**config.mk**
```make
export PLATFORM = sky130hd
export DESIGN_NAME = sorted_cursor_list_core
export DESIGN_NICKNAME = d
export VERILOG_FILES = /design/src/hw/rtl/scl_pkg.sv /design/src/hw/rtl/scl_ctrl.sv /design/src/hw/rtl/scl_dp.sv /design/src/hw/rtl/sorted_cursor_list_core.sv
export SDC_FILE = /design/constraint.sdc
export NUM_CORES = 1
export LEC_CHECK = 0
export ABC_AREA = 1
export BUFFER_PORTS_ARGS = -buffer_cell sky130_fd_sc_hd__buf_2
export CAP_MARGIN = 25
export CORE_MARGIN = 2
export CORE_UTILIZATION = 52
export CTS_BUF_LIST = sky130_fd_sc_hd__clkbuf_16
export CTS_CLUSTER_DIAMETER = 60
export DETAILED_ROUTE_END_ITERATION = 6
export HOLD_SLACK_MARGIN = 0.06
export PLACE_DENSITY = 0.77
export SYNTH_ARGS = -nofsm -noshare
export SYNTH_HDL_FRONTEND = slang
export SYNTH_SLANG_ARGS = --single-unit
```
**constraint.sdc**
```tcl
create_clock -name clk -period 7.9 [get_ports clk]
set_clock_uncertainty 0.05 [all_clocks]
set_input_delay 1.185 -clock clk [delete_from_list [all_inputs] [get_ports clk]]
set_output_delay 1.185 -clock clk [all_outputs]
set_load 0.005 [all_outputs]
```
**src/hw/rtl/scl_pkg.sv**
```systemverilog
// ----------------------------------------------------------------------------
// scl_pkg
// Types and codes shared by the sorted cursor list controller and datapath.
// ----------------------------------------------------------------------------
package scl_pkg;

	typedef enum logic [1:0] {
		REQ_INSERT = 2'd0,
		REQ_DELETE = 2'd1,
		REQ_FWD    = 2'd2,
		REQ_BACK   = 2'd3
	} req_t;

	typedef enum logic [1:0] {
		ST_DONE  = 2'd0,
		ST_FULL  = 2'd1,
		ST_EMPTY = 2'd2,
		ST_RSVD  = 2'd3
	} status_t;

	localparam int unsigned KEY_W   = 8;
	localparam int unsigned HP_W    = 16;
	localparam int unsigned AC_W    = 8;
	localparam int unsigned TAG_W   = 8;
	localparam int unsigned CNTO_W  = 5;
	localparam int unsigned ROUND_W = 16;
	localparam int unsigned IN_W    = 48;
	localparam int unsigned OUT_W   = 64;

	typedef struct packed {
		logic [TAG_W-1:0]        tag;
		logic [AC_W-1:0]         ac;
		logic signed [HP_W-1:0]  hp;
		logic signed [KEY_W-1:0] key;
	} entry_t;

	// controller to datapath
	typedef struct packed {
		logic load;        // take an input item
		logic ins_empty;   // place new entry into an empty table
		logic ins_begin;   // start scan from the last entry
		logic ins_shift;   // compare one entry, shift or place
		logic ins_place0;  // place new entry at the head
		logic del_begin;   // start closing the gap at the cursor
		logic del_shift;   // move one entry down
		logic del_finish;  // drop count, fix cursor
		logic step;        // move cursor forward or back
		logic emit;        // load the result register
	} cmd_t;

	// datapath to controller
	typedef struct packed {
		req_t req;
		logic refused;
		logic cnt_zero;
		logic ins_stop;
		logic idx_zero;
		logic del_any;
		logic del_more;
		logic out_free;
	} sts_t;

endpackage

```
**src/hw/rtl/scl_ctrl.sv**
```systemverilog
// ----------------------------------------------------------------------------
// scl_ctrl
// Sequencer for the sorted cursor list: dispatches one request at a time and
// walks the datapath through scan, shift, fetch and result.
// ----------------------------------------------------------------------------
module scl_ctrl
	import scl_pkg::*;
(
	input  logic clk,
	input  logic arst_n,
	input  logic in_valid,
	output logic in_ready,
	input  sts_t sts,
	output cmd_t cmd
);

	typedef enum logic [7:0] {
		S_IDLE      = 8'b0000_0001,
		S_DISPATCH  = 8'b0000_0010,
		S_INS_SHIFT = 8'b0000_0100,
		S_INS_LAST  = 8'b0000_1000,
		S_DEL_SHIFT = 8'b0001_0000,
		S_FETCH     = 8'b0010_0000,
		S_RESULT    = 8'b0100_0000,
		S_SPARE     = 8'b1000_0000
	} state_t;

	state_t state_q, state_d;

	always_ff @(posedge clk or negedge arst_n) begin
		if (!arst_n) begin
			state_q <= S_IDLE;
		end else begin
			state_q <= state_d;
		end
	end

	always_comb begin
		state_d  = state_q;
		cmd      = '0;
		in_ready = 1'b0;
		unique case (state_q)
			S_IDLE: begin
				in_ready = 1'b1;
				if (in_valid) begin
					cmd.load = 1'b1;
					state_d  = S_DISPATCH;
				end
			end
			S_DISPATCH: begin
				state_d = S_FETCH;
				if (!sts.refused) begin
					unique case (sts.req)
						REQ_INSERT: begin
							if (sts.cnt_zero) begin
								cmd.ins_empty = 1'b1;
							end else begin
								cmd.ins_begin = 1'b1;
								state_d       = S_INS_SHIFT;
							end
						end
						REQ_DELETE: begin
							if (sts.del_any) begin
								cmd.del_begin = 1'b1;
								state_d       = S_DEL_SHIFT;
							end else begin
								cmd.del_finish = 1'b1;
							end
						end
						REQ_FWD, REQ_BACK: begin
							cmd.step = 1'b1;
						end
						default: begin
							state_d = S_FETCH;
						end
					endcase
				end
			end
			S_INS_SHIFT: begin
				cmd.ins_shift = 1'b1;
				if (sts.ins_stop) begin
					state_d = S_FETCH;
				end else if (sts.idx_zero) begin
					state_d = S_INS_LAST;
				end
			end
			S_INS_LAST: begin
				cmd.ins_place0 = 1'b1;
				state_d        = S_FETCH;
			end
			S_DEL_SHIFT: begin
				cmd.del_shift = 1'b1;
				if (!sts.del_more) begin
					cmd.del_finish = 1'b1;
					state_d        = S_FETCH;
				end
			end
			S_FETCH: begin
				state_d = S_RESULT;
			end
			S_RESULT: begin
				if (sts.out_free) begin
					cmd.emit = 1'b1;
					state_d  = S_IDLE;
				end
			end
			default: begin
				state_d = S_IDLE;
			end
		endcase
	end

endmodule

```
**src/hw/rtl/scl_dp.sv**
```systemverilog
// ----------------------------------------------------------------------------
// scl_dp
// Datapath of the sorted cursor list: entry memory, count, cursor, round
// counter, scan index and the result register.
// ----------------------------------------------------------------------------
module scl_dp
	import scl_pkg::*;
#(
	parameter int unsigned MAX_ENTRIES = 16
) (
	input  logic             clk,
	input  logic             arst_n,
	input  cmd_t             cmd,
	output sts_t             sts,
	input  logic [IN_W-1:0]  in_data,
	output logic [OUT_W-1:0] out_data,
	output logic             out_valid,
	input  logic             out_ready
);

	localparam int unsigned IW  = (MAX_ENTRIES > 1) ? $clog2(MAX_ENTRIES) : 1;
	localparam int unsigned CW  = $clog2(MAX_ENTRIES + 1);
	localparam int unsigned CXW = CW + 1;

	entry_t mem [MAX_ENTRIES];
	entry_t rd_q;
	entry_t fresh_q;
	req_t   req_q;
	status_t stat_q;

	logic [CW-1:0]      count_q;
	logic [IW-1:0]      cursor_q;
	logic [IW-1:0]      idx_q;
	logic [ROUND_W-1:0] round_q;
	logic               out_valid_q;

	status_t            o_stat_q;
	entry_t             o_entry_q;
	logic [CNTO_W-1:0]  o_count_q;
	logic [ROUND_W-1:0] o_round_q;
	logic               o_empty_q;

	logic [CXW-1:0] count_x;
	logic [CXW-1:0] cur_inc_x;
	logic [CXW-1:0] idx_x;
	logic           pos_le_cur;

	logic          wr_en;
	logic [IW-1:0] wr_addr;
	entry_t        wr_data;
	logic [IW-1:0] rd_addr;

	req_t   in_req;
	entry_t in_entry;
	status_t new_stat;

	assign in_req       = req_t'(in_data[1:0]);
	assign in_entry.key = in_data[9:2];
	assign in_entry.hp  = in_data[25:10];
	assign in_entry.ac  = in_data[33:26];
	assign in_entry.tag = in_data[41:34];

	assign count_x   = CXW'(count_q);
	assign cur_inc_x = CXW'(cursor_q) + CXW'(1);
	assign idx_x     = CXW'(idx_q);
	// new entry lands at idx+1; cursor moves when that is at or before it
	assign pos_le_cur = ((idx_x + CXW'(1)) <= CXW'(cursor_q));

	always_comb begin
		if (in_req == REQ_INSERT && count_q == CW'(MAX_ENTRIES)) begin
			new_stat = ST_FULL;
		end else if (in_req != REQ_INSERT && count_q == '0) begin
			new_stat = ST_EMPTY;
		end else begin
			new_stat = ST_DONE;
		end
	end

	assign sts.req      = req_q;
	assign sts.refused  = (stat_q != ST_DONE);
	assign sts.cnt_zero = (count_q == '0);
	assign sts.ins_stop = (rd_q.key >= fresh_q.key);
	assign sts.idx_zero = (idx_q == '0);
	assign sts.del_any  = (cur_inc_x < count_x);
	assign sts.del_more = ((idx_x + CXW'(2)) < count_x);
	assign sts.out_free = !out_valid_q || out_ready;

	// memory port selection
	always_comb begin
		wr_en   = 1'b0;
		wr_addr = idx_q;
		wr_data = fresh_q;
		rd_addr = cursor_q;
		if (cmd.ins_empty || cmd.ins_place0) begin
			wr_en   = 1'b1;
			wr_addr = '0;
		end
		if (cmd.ins_begin) begin
			rd_addr = IW'(count_q - CW'(1));
		end
		if (cmd.ins_shift) begin
			wr_en   = 1'b1;
			wr_addr = IW'(idx_x + CXW'(1));
			wr_data = sts.ins_stop ? fresh_q : rd_q;
			rd_addr = idx_q - IW'(1);
		end
		if (cmd.del_begin) begin
			rd_addr = IW'(cur_inc_x);
		end
		if (cmd.del_shift) begin
			wr_en   = 1'b1;
			wr_addr = idx_q;
			wr_data = rd_q;
			rd_addr = IW'(idx_x + CXW'(2));
		end
	end

	always_ff @(posedge clk) begin
		if (wr_en) begin
			mem[wr_addr] <= wr_data;
		end
		rd_q <= mem[rd_addr];
	end

	always_ff @(posedge clk or negedge arst_n) begin
		if (!arst_n) begin
			count_q     <= '0;
			cursor_q    <= '0;
			idx_q       <= '0;
			round_q     <= '0;
			out_valid_q <= 1'b0;
		end else begin
			if (cmd.ins_empty) begin
				count_q  <= CW'(1);
				cursor_q <= '0;
			end
			if (cmd.ins_begin) begin
				idx_q <= IW'(count_q - CW'(1));
			end
			if (cmd.ins_shift) begin
				if (sts.ins_stop) begin
					count_q <= count_q + CW'(1);
					if (pos_le_cur) begin
						cursor_q <= cursor_q + IW'(1);
					end
				end else if (!sts.idx_zero) begin
					idx_q <= idx_q - IW'(1);
				end
			end
			if (cmd.ins_place0) begin
				count_q  <= count_q + CW'(1);
				cursor_q <= cursor_q + IW'(1);
			end
			if (cmd.del_begin) begin
				idx_q <= cursor_q;
			end
			if (cmd.del_shift && sts.del_more) begin
				idx_q <= idx_q + IW'(1);
			end
			if (cmd.del_finish) begin
				count_q <= count_q - CW'(1);
				// cursor was on the last entry: wrap to the head
				if (cur_inc_x >= count_x) begin
					cursor_q <= '0;
				end
			end
			if (cmd.step) begin
				if (req_q == REQ_FWD) begin
					if (cur_inc_x >= count_x) begin
						cursor_q <= '0;
						round_q  <= round_q + ROUND_W'(1);
					end else begin
						cursor_q <= cursor_q + IW'(1);
					end
				end else begin
					if (cursor_q == '0) begin
						cursor_q <= IW'(count_q - CW'(1));
						round_q  <= round_q - ROUND_W'(1);
					end else begin
						cursor_q <= cursor_q - IW'(1);
					end
				end
			end
			if (cmd.emit) begin
				out_valid_q <= 1'b1;
			end else if (out_ready) begin
				out_valid_q <= 1'b0;
			end
		end
	end

	always_ff @(posedge clk) begin
		if (cmd.load) begin
			req_q   <= in_req;
			fresh_q <= in_entry;
			stat_q  <= new_stat;
		end
		if (cmd.emit) begin
			o_stat_q  <= stat_q;
			o_entry_q <= (count_q == '0) ? '0 : rd_q;
			o_count_q <= CNTO_W'(count_q);
			o_round_q <= round_q;
			o_empty_q <= (count_q == '0);
		end
	end

	assign out_valid = out_valid_q;
	assign out_data  = {o_empty_q, o_round_q, o_count_q, o_entry_q.tag, o_entry_q.ac,
		o_entry_q.hp, o_entry_q.key, o_stat_q};

`ifndef SYNTHESIS
	a_count_bound: assert property (@(posedge clk) disable iff (!arst_n)
		count_q <= CW'(MAX_ENTRIES))
		else $error("entry count above capacity");

	a_cursor_empty: assert property (@(posedge clk) disable iff (!arst_n)
		(count_q == '0) |-> (cursor_q == '0))
		else $error("cursor off head while table empty");

	a_cursor_range: assert property (@(posedge clk) disable iff (!arst_n)
		(count_q != '0) |-> (CXW'(cursor_q) < count_x))
		else $error("cursor beyond last entry");

	a_scan_down: assert property (@(posedge clk) disable iff (!arst_n)
		(cmd.ins_shift && !sts.ins_stop && !sts.idx_zero) |=>
		(idx_q == $past(idx_q) - IW'(1)))
		else $error("insert scan index did not step down");

	a_emit_valid: assert property (@(posedge clk) disable iff (!arst_n)
		cmd.emit |=> out_valid_q)
		else $error("result not presented after emit");
`endif

endmodule

```
**src/hw/rtl/sorted_cursor_list_core.sv**
```systemverilog
// ----------------------------------------------------------------------------
// sorted_cursor_list_core
// Sorted table with a round-robin cursor, stream in, stream out.
// ----------------------------------------------------------------------------
// Holds up to MAX_ENTRIES entries in descending key order (equal keys keep
// arrival order) with a cursor and a signed 16-bit round counter. Each input
// item carries one request (insert, delete current, step forward, step back)
// and yields exactly one result item describing the state afterward. Items
// are handled one at a time through an entry memory with one read and one
// write port. After an item is accepted the sequencer dispatches it; an insert
// into a non-empty table then scans from the last entry, moving each entry
// that falls behind the new one and placing the new one, and a delete moves
// each entry after the cursor down; then the current entry is fetched and the
// result is presented in the same cycle in which the next item can be
// accepted. Insert and delete shift one entry per cycle through the memory.
// A new item may be accepted while the previous result still waits on the
// output. No clearing pass after reset: unwritten slots are never used.
module sorted_cursor_list_core
	import scl_pkg::*;
#(
	parameter int unsigned MAX_ENTRIES = 16
) (
	input  logic             clk,
	input  logic             arst_n,
	input  logic             s_tvalid,
	output logic             s_tready,
	// req_type[1:0], sort_key[9:2], hit_points[25:10], armor_class[33:26],
	// entry_tag[41:34], zero fill [47:42]
	input  logic [IN_W-1:0]  s_tdata,
	output logic             m_tvalid,
	input  logic             m_tready,
	// status[1:0], cur_key[9:2], cur_hp[25:10], cur_ac[33:26], cur_tag[41:34],
	// count_out[46:42], round_out[62:47], is_empty[63]
	output logic [OUT_W-1:0] m_tdata
);

	cmd_t cmd;
	sts_t sts;

	scl_ctrl u_ctrl (
		.clk      (clk),
		.arst_n   (arst_n),
		.in_valid (s_tvalid),
		.in_ready (s_tready),
		.sts      (sts),
		.cmd      (cmd)
	);

	scl_dp #(
		.MAX_ENTRIES (MAX_ENTRIES)
	) u_dp (
		.clk       (clk),
		.arst_n    (arst_n),
		.cmd       (cmd),
		.sts       (sts),
		.in_data   (s_tdata),
		.out_data  (m_tdata),
		.out_valid (m_tvalid),
		.out_ready (m_tready)
	);

endmodule

```
==> impl_metrics.ini <==
[yosys]
synth-edff-count = 748
ys_ff_latch = 825
distinct_cells_synth = 49
post-synth-top-area-cell = edfxtp_1
synthesis.area_mm2 = 0.0363
postSynth.topFlopCell = edfxtp_1
yosys_warnings = 0
syn-num-nets = 3492
most_repeated_cell_in_the_gate_level_netlist_after_synthesis = nand2_1
synth_top_area_share_pct = 61.8
async_flop_share_pct = 4.48
post_synth.cell_area_avg_um2 = 10.7
synth_commonest_cells = nand2_1 (786), nand3_1 (753), edfxtp_1 (748)
synth_area_leaders = edfxtp_1 (62%), nand3_1 (10%), nand2_1 (8.1%)
netlist_instances = 3394
synth.yosys.seq_area_share_pct = 66.6

[die]
dieArea_mm2 = 0.0720
rows = 96
design.core.area_mm2 = 0.0688
floorplan.initialDensity_pct = 52.8
chipWidth_um = 268
num_io_pins = 118
die_y_um = 268

[setup_path]
cp_num_buf_inv = 3
end_kind = register
worstPathRequired_ns = 8.38
worstPathCellList = inv_1 > ha_1 > nand3_2 > buf_4 > nand4_1 > nand3_1 > nand2_1 > nand2_8 > nand2_8 > buf_4 > nand2_1 > nand3_1 > nand3_1 > nand3_1 > nand2_1
cp_top_family = simple AND/OR/NAND/NOR gates
critPathMaxFanout = 139
max_stage_delay_cell_worst_path = nand2_8
worst_ep_arrival_time_ns = 5.88
crit_path_largest_cell_delay_ns = 0.98
critical_path_class = register to register
critical_path.startpoint_type = register
worst_path_most_repeated_cell = nand3_1

[power_and_ir_drop]
power_leakage_nw = 16.8
vdd_drop_max_mv = 0.223
power.density_mw_per_mm2 = 340

[timing]
tightestPinTransition_ns = 1.03
slew_headroom_pct = 31.1
grt_setup_unrepaired = false
setup_tns_ns = 0
period_share_pct = 68.3
final.min_clock_period_ns = 5.40
setup_viol = 0
hold_viol = 0
finalMaxSlewViolations = 0
upper_clock_frequency_limit_ghz = 0.185

[routing]
dr.pass1.iters = 6
detailroute.via_count = 24600
first_iter_violations = 3028
ant_nets = 0
routedWlPerCell_um = 19.3
totalWireLength_um = 86200
route.detailed.drc = 0
avgViaCountPerCell = 5.52

[place]
post_dp_cell_area_mm2 = 0.0376
place_congestion = 0.903
io_buffer_count = 111
detailed_place_hpwl_um = 43500
placedCellCount = 4301

[clocking]
post-cts-setup-buffers = 0
cts_inserted_buffers = 83
htree_num_levels = 3
insertion_delay_ns = 0.65
ctsLongestPathBuffers = 3
tritoncts = done
worst_path_clk_slew_ns = 0.06
ctsHoldBuffers = 0
cts_root_buf = clkbuf_16
clkSinkCount = 825
cts_resized = 0

[grt]
number_of_global_route_vias_before_repair = 23400
overflow = 0
grt_start_max_net_pins = 140
grt_util_all_layers_pct = 24.0
number_of_antenna_violations_at_the_first_check_in_global_routing = 0
grt_first_pass_wirelength_um = 131000

[final_layout]
antenna_cells = 0
fin_cells = 4457
layout-area-overhead-vs-synth_pct = 11.2
layout-drive-gt1-share_pct = 10.2
num-nets-final = 3558
finish.instance_area_mm2 = 0.0404

[min_path]
worst_hold_path_type = register to register

[flow_run]
cap_viol_max_count = 0

[outcome]
run_status = completed
==> metal layers <==
layer	GRT usage, %	wire (um)	up-vias
li1	-	-	11600
met1	32.2	34400	11600
met2	38.5	40200	1243
met3	4.95	8570	207
met4	9.30	3020	0
met5	0	0	-
==> logic make-up after synthesis <==
family	Yosys count	synth area share, %
buf+inv	673	7.75
xor+xnor	19	0.458
simple gates	1680	20.8
compound gates	119	1.84
mux	32	0.992
fa+ha+maj	46	1.61
flops	825	66.6
==> sequential cells by signal (all words and copies together) (netlist names), 4 cells and up <==
register / cells
u_ctrl.state_q: 7
u_dp.count_q: 5
u_dp.cursor_q: 4
u_dp.fresh_q: 40
u_dp.idx_q: 4
u_dp.mem: 640
u_dp.o_count_q: 5
u_dp.o_round_q: 16
u_dp.out_data: 40
u_dp.rd_q: 40
u_dp.round_q: 16
==> final cells by class <==
type                            count  area (um^2)
Timing Repair Buffer              160         1000
Sequential cell                   825        24200
Inverter                          494         1850
Tap cell                          931         1160
Fill cell                        5323        28400
Clock buffer                       83         2080
Multi-Input combinational cell   1896         9530
Clock inverter                     68          574
==> power breakdown <==
group | switching [mW] | leakage [nW] | total (mW) | internal (mW)
registers | 0.214 | 7.57 | 5.52 | 5.31
logic | 3.09 | 7.92 | 4.42 | 1.33
clock network | 1.65 | 1.35 | 3.78 | 2.13
==> layout by cell type (no fill, tap or decap), types with 3 or more instances in the layout <==
master / n
a21o_1: 3
a21oi_1: 32
a22oi_1: 4
buf_12: 3
buf_2: 111
buf_4: 44
bufinv_16: 6
clkbuf_16: 83
clkinv_1: 20
clkinv_2: 16
clkinv_4: 3
clkinvlp_4: 4
dfrtp_1: 36
dfxtp_1: 40
edfxtp_1: 748
ha_1: 45
inv_1: 499
inv_2: 6
mux2_2: 32
nand2_1: 783
nand2_2: 4
nand2_8: 4
nand3_1: 753
nand3b_1: 41
nand4_1: 7
nor2_1: 46
nor2_2: 3
nor2_4: 20
nor3_1: 7
nor4_1: 5
o211ai_1: 7
o21ai_0: 54
o21ai_1: 5
xnor2_1: 8
xor2_1: 11
==> through the flow <==
stage / power, mW / worst slack [ns] / hold WS, ns / util, %
2_1_floorplan: 8.79 / 3.44 / 0.391 / -
3_3_place_gp: 9.79 / 2.63 / 0.408 / 54.7
3_5_place_dp: 9.91 / 2.55 / 0.415 / 54.7
4_1_cts: 13.7 / 2.56 / 0.434 / 58.5
5_1_grt: 14.5 / 2.15 / 0.442 / 58.7
6_report: 13.7 / 2.50 / 0.426 / 58.7
==> final timing paths <==
check	start	to	slack (ns)	cells after the start
setup / recovery	u_dp.count_q[0]$_DFF_PN0_	u_dp.rd_q[30]$_DFF_P_	2.50	15
hold / removal	u_dp.stat_q[1]$_SDFFCE_PP0P_	u_dp.o_stat_q[1]$_DFFE_PP_	0.43	0
setup reg to reg	u_dp.count_q[0]$_DFF_PN0_	u_dp.rd_q[30]$_DFF_P_	2.50	15
hold reg to reg	u_dp.stat_q[1]$_SDFFCE_PP0P_	u_dp.o_stat_q[1]$_DFFE_PP_	0.43	0
max in group asynchronous	arst_n	u_dp.idx_q[2]$_DFF_PN0_	6.59	1
min in group asynchronous	arst_n	u_ctrl.state_q[5]$_DFFE_PN0P_	0.64	1
Note: power is estimated with default switching activity, not from simulation.
